--- src/design/deq_pkg.sv ---
// ---------------------------------------------------------------------------
// deq_pkg
// shared widths, operation and status codes and cell commands of the deque
// ---------------------------------------------------------------------------
package deq_pkg;

   localparam int DEPTH_DEFAULT     = 64;
   localparam int WORD_BITS_DEFAULT = 32;

   localparam int OP_BITS      = 3;
   localparam int PAYLOAD_BITS = 32;
   localparam int WORD_OUT_BITS = 32;
   localparam int POS_BITS     = 6;
   localparam int STATUS_BITS  = 2;
   localparam int OCC_BITS     = 7;

   localparam logic [OP_BITS-1:0] OP_PUSH_FRONT = 3'd0;
   localparam logic [OP_BITS-1:0] OP_PUSH_BACK  = 3'd1;
   localparam logic [OP_BITS-1:0] OP_POP_FRONT  = 3'd2;
   localparam logic [OP_BITS-1:0] OP_POP_BACK   = 3'd3;
   localparam logic [OP_BITS-1:0] OP_CLEAR      = 3'd4;
   localparam logic [OP_BITS-1:0] OP_DUMP       = 3'd5;

   localparam logic [STATUS_BITS-1:0] STATUS_DONE  = 2'd0;
   localparam logic [STATUS_BITS-1:0] STATUS_EMPTY = 2'd1;
   localparam logic [STATUS_BITS-1:0] STATUS_FULL  = 2'd2;

   // command that every cell of the row follows
   typedef enum logic [2:0] {
      CMD_HOLD,
      CMD_SHIFT_R,
      CMD_SHIFT_L,
      CMD_ROTATE,
      CMD_WRITE_TAIL
   } cell_cmd_type;

endpackage

--- src/design/deq_cell.sv ---
// ---------------------------------------------------------------------------
// deq_cell
// one storage cell of the deque row, takes a neighbor's, the head or the fill word
// ---------------------------------------------------------------------------
module deq_cell #(
   parameter int WORD_BITS = deq_pkg::WORD_BITS_DEFAULT,
   parameter int DEPTH     = deq_pkg::DEPTH_DEFAULT,
   parameter int INDEX     = 0,
   localparam int CNTW     = $clog2(DEPTH + 1)
) (
   input  logic                  clock,
   input  deq_pkg::cell_cmd_type cmd,
   input  logic [CNTW-1:0]       count,
   input  logic [WORD_BITS-1:0]  left_word,
   input  logic [WORD_BITS-1:0]  right_word,
   input  logic [WORD_BITS-1:0]  head_word,
   input  logic [WORD_BITS-1:0]  fill_word,
   output logic [WORD_BITS-1:0]  word
);

   logic [WORD_BITS-1:0] word_ff;
   logic [WORD_BITS-1:0] word_in;
   logic                 is_tail;
   logic                 is_last;

   // first free cell and last occupied cell
   assign is_tail = (count == CNTW'(INDEX));
   assign is_last = (count == CNTW'(INDEX + 1));

   always_comb begin
      word_in = word_ff;
      case (cmd)
         deq_pkg::CMD_SHIFT_R:    word_in = left_word;
         deq_pkg::CMD_SHIFT_L:    word_in = right_word;
         deq_pkg::CMD_ROTATE:     word_in = is_last ? head_word : right_word;
         deq_pkg::CMD_WRITE_TAIL: begin
            if (is_tail) begin
               word_in = fill_word;
            end
         end
         default: word_in = word_ff;
      endcase
   end

   always_ff @(posedge clock) begin
      word_ff <= word_in;
   end

   assign word = word_ff;

endmodule

--- config.mk ---
export PLATFORM = sky130hd
export DESIGN_NAME = deq_cell
export DESIGN_NICKNAME = d
export VERILOG_FILES = /design/src/design/deq_pkg.sv /design/src/design/deq_cell.sv
export SDC_FILE = /design/constraint.sdc
export NUM_CORES = 1
export LEC_CHECK = 0
export ABC_AREA = 1
export BUFFER_PORTS_ARGS = -buffer_cell sky130_fd_sc_hd__buf_2
export CAP_MARGIN = 20
export CORE_ASPECT_RATIO = 2
export CORE_MARGIN = 3
export CORE_UTILIZATION = 43
export DETAILED_ROUTE_END_ITERATION = 10
export GPL_TIMING_DRIVEN = 1
export PLACE_DENSITY_LB_ADDON = 0.12
export SYNTH_ARGS = -nofsm -noshare
export SYNTH_HDL_FRONTEND = slang
export SYNTH_SLANG_ARGS = --single-unit
--- constraint.sdc ---
create_clock -name clock -period 3.3 [get_ports clock]
set_clock_uncertainty 0.1 [all_clocks]
set_input_delay 0.165 -clock clock [delete_from_list [all_inputs] [get_ports clock]]
set_output_delay 0.165 -clock clock [all_outputs]
set_load 0.005 [all_outputs]
======== Yosys cells after proc, flatten, opt, wreduce, memory -nomap -nowiden ========
Index checks and enable logic that the tools add are counted.
storage, ports and cells
  register bits ........................... 32
  bits of input ports ..................... 139
  output and inout port bits .............. 32
cells by class
  eq/ne operators ......................... 6
  multiplexer cells ....................... 3
  reductions and logical operators ........ 3
operators by type and width
  cell                                                  count
  one-hot mux 32 bit (4 select lines)                   1
  two-way mux 32 bit                                    2
  equality test 7 x 1 -> 1 bit (second input constant)  1
  logical NOT 7 bit                                     1
  equality test 3 x 2 -> 1 bit (second input constant)  2
  nonzero test 4 bit                                    1
  equality test 3 x 1 -> 1 bit (second input constant)  1
  equality test 3 bit (second input constant)           1
  inequality test 2 bit (second input constant)         1
  AND reduction 2 bit                                   1

======== Depth between registers and ports, before layout ========
  word-level depth ........................ 3
  depth in mapped cells ................... 8
  depth with buffers taken out ............ 7

======== Worst setup path after synthesis ========
No wires, ideal clock.
  path type ............................... input to register
  from .................................... input cmd[0]
  to ...................................... register word_ff[0] (netlist: word[0]) (enable)
  arrival ................................. 2.480 ns
  data required time ...................... 2.734 ns
  slack ................................... 0.255 ns
  stages .................................. 2
  path buffers ............................ 0
  cells stage by stage .................... nor2_2 o21ai_0
on the way
  cells in the longest elaborated chain, start to end .. 3
ends and longest elaborated chain
  what                                                                                 RTL line        text
  from (decl)                                                                          deq_cell.sv:12  input deq_pkg::cell_cmd_type cmd,
  equality test 3 bit (tied with other cells)                                          deq_cell.sv:32  case (cmd)
  nonzero test 4 bit (no source line) / inequality test 2 bit (equally long branches)  -
  AND reduction 2 bit (no source line) (*)                                             -
  to (signal assigned)                                                                 deq_cell.sv:46  word_ff <= word_in;
  to (decl)                                                                            deq_cell.sv:21  logic [WORD_BITS-1:0] word_ff;
Every way passes the cells marked *; elsewhere a longest branch is shown, timed or not.
A chain may end at the register's enable or synchronous reset.

======== Final worst setup path ========
  from .................................... input cmd[0]
  to ...................................... register word_ff[24] (netlist: word[24]) (enable)
The elaborated chain is that of the path after synthesis.

==> out/qor.csv <==
stage;metric;value;unit
sta;Slew headroom;27.3;%
yosys;compound-cell area share of the yosys netlist;6.21;%
yosys;mux share of post-synthesis cell area;0;%
cts;CTS root buffer;clkbuf_16;
yosys;synthesized area;2660;um2
routing;via count;3257;
sta;Worst-Margin Slew;1.09;ns
floorplanning;die height;117;um
cts;H-tree depth;2;
final_layout;commonest non-fill, non-tap cell in the layout;buf_2;
placement;Routability Congestion;0.867;
routing;WL/cell;13.8;um
pwr;pwr dens;349;nW/um2
global_routing;largest net degree at the start of global routing;34;
yosys;combinational family with the most area after synthesis;simple AND/OR/NAND/NOR gates;
global_routing;vias in the first global route;3149;
floorplanning;row cnt;39;
yosys;net count after synthesis;570;
yosys;Ys Warns;0;
global_routing;first-pass GRT wire length;13.4;mm
floorplanning;total core area;5860;um2
worst_hold_path;Hold Crit Depth;3;
floorplanning;Ports;171;
yosys;Synth Instances;431;
sta;final count of negative-setup-slack endpoints;0;
cts;CTS Sinks;32;
yosys;Syn Area/Cell;6.17;um2
critical_path;critical path class;in -> reg;
cts;CTS tree;done;
critical_path;CP Capture Type;flop;
routing;WL final;9.01;mm
critical_path;max incr delay on CP;0.46;ns
yosys;simple-gate portion of the synthesized area;42.2;%
critical_path;Worst EP arrival;1.69;ns
sta;endpoints failing hold;0;
placement;port bufs;170;
final_layout;commonest cells after routing, fill and taps aside;buf_2 (170), nand2_1 (101), nor2_1 (96);
sta;RSZ-0062 raised after global routing;false;
final_layout;Final Instance Area;3640;um2
yosys;Yosys cell types;16;
flow_run;Max-Cap Viols;0;
yosys;flops & latches, synth;32;
cts;Clk pin slew, worst setup/hold paths;0.05;ns
global_routing;number of antenna violations at the first check in global routing;0;
placement;post-place instance area;3510;um2
routing;Final ANT Viol Nets;0;
worst_hold_path;worst min-delay path class;in -> reg;
sta;Fmax achieved;0.529;GHz
yosys;adder-cell area share of the yosys netlist;0;%
cts;CTS Hold Buffers Added;0;
final_layout;max reg flops;32;
sta;crit path time final;1.89;ns
yosys;area leader, netlist;edfxtp_1;
floorplanning;Die Area;7220;um2
critical_path;startpoint types;input pin;
critical_path;Critical-path top delay cell;inv_2;
final_layout;Area growth, synth to finish;37.0;%
worst_hold_path;hold endpoint;word[9];
sta;final setup TNS;0;ns
worst_hold_path;hold path startpoint;left_word[9];
final_layout;FILL cells;590;
routing;vias per cell;5.00;
pwr;P_leak;0.00201;uW
pwr;worst vdd ir;0.000279;V
cts;post-CTS sizing;0;
routing;DRC;0;
cts;CTS Buf Count;5;
yosys;top post-synthesis cells by area;edfxtp_1 (36%), nand2_1 (14%), nor2_1 (14%);
placement;Final HPWL DP;6.52;mm
status;outcome;complete, no violations;
sta;Slew Limit Fails;0;
critical_path;critical path, cell by cell;buf_2 -> nor2_2 -> nand2_1 -> inv_2 -> nand3_1 -> o21ai_4;
yosys;share of the synthesized area in the top cell type;36.1;%
final_layout;ANT cells;0;
routing;First-pass DRT Iterations;6;
yosys;Synth Area in XOR/XNOR;0;%
global_routing;grt total ovfl;0;
floorplanning;initial core utilization;45.4;%
sta;fin crit share;57.3;%
critical_path;crit-path max FO;33;
final_layout;share of post-route cells with drive strength above 1;32.2;%
cts;CTS Buffer Depth;2;
floorplanning;Die W;61.6;um
global_routing;All-Layer GR Usage;24.9;%
routing;drt first-iter violations;222;
final_layout;nets;728;
yosys;register area share after synthesis;36.1;%
critical_path;Required @ worst endpoint;3.10;ns
cts;Post-CTS Setup Bufs;0;
metal layers:
layer,up-vias,GRT usage (%),part of all wire [%]
met3,20,4.39,7.7
li1,1647,-,-
met5,-,0,0
met4,0,11.9,2.4
met2,170,48.1,55
met1,1420,23.5,35
worst max-delay path by stage:
stage / cells past startpoint / end / from
after floorplan: 2 / word[0] / cmd[0]
after global placement: 6 / word[11] / cmd[0]
after detailed placement: 6 / word[24] / cmd[0]
after CTS: 6 / word[15] / cmd[0]
after global routing: 6 / word[22] / cmd[0]
final: 6 / word[24] / cmd[0]
logic make-up (layout without fill, tap and decap cells):
family	after synthesis	count (layout)
flops	32	32
compound gates	33	33
simple gates	270	270
buf+inv	96	255
synth_stat cells:
master	n
a21oi_1	32
nor2_1	96
inv_1	69
edfxtp_1	32
clkbuf_1	2
nand2_2	2
nor2_4	2
nand3_1	66
nand2_1	101
nor3_1	1
buf_2	17
buf_4	2
inv_2	3
nor2_2	2
o21ai_0	1
buf_6	3
area by class of cell:
type	count	area (um2)	area share [%]
multi-input cells	303	1300	35.6
well taps	61	76.3	2.09
repair buffers	175	901	24.7
flip-flops and latches	32	961	26.4
clock buffers	7	133	3.64
inverters	72	270	7.42
clock inverters	1	3.75	0.103
report_power, final:
| group | internal, uW | switching [uW] |
|---|---|---|
| Combinational | 142 | 169 |
| Clock | 277 | 168 |
| Sequential | 504 | 11.1 |
through the flow:
step	util (%)	instances	hold WS, ns	setup slack, ns	total power (uW)
2_1_floorplan	-	431	0.295	0.255	675
5_1_grt	62.2	651	0.116	1.33	1340
3_5_place_dp	59.9	643	0.389	1.11	836
3_3_place_gp	59.9	643	0.390	1.14	831
4_1_cts	62.2	651	0.105	1.40	1280
6_report	62.2	651	0.107	1.41	1270
critical path: cells and delay by family:
kind / cells / cell delay, ns
AOI/OAI and AO/OA: 1 / 0.44
buffers and inverters: 2 / 0.57
and+or+nand+nor: 3 / 0.51
No activity file was read; power rests on OpenSTA's default activity.
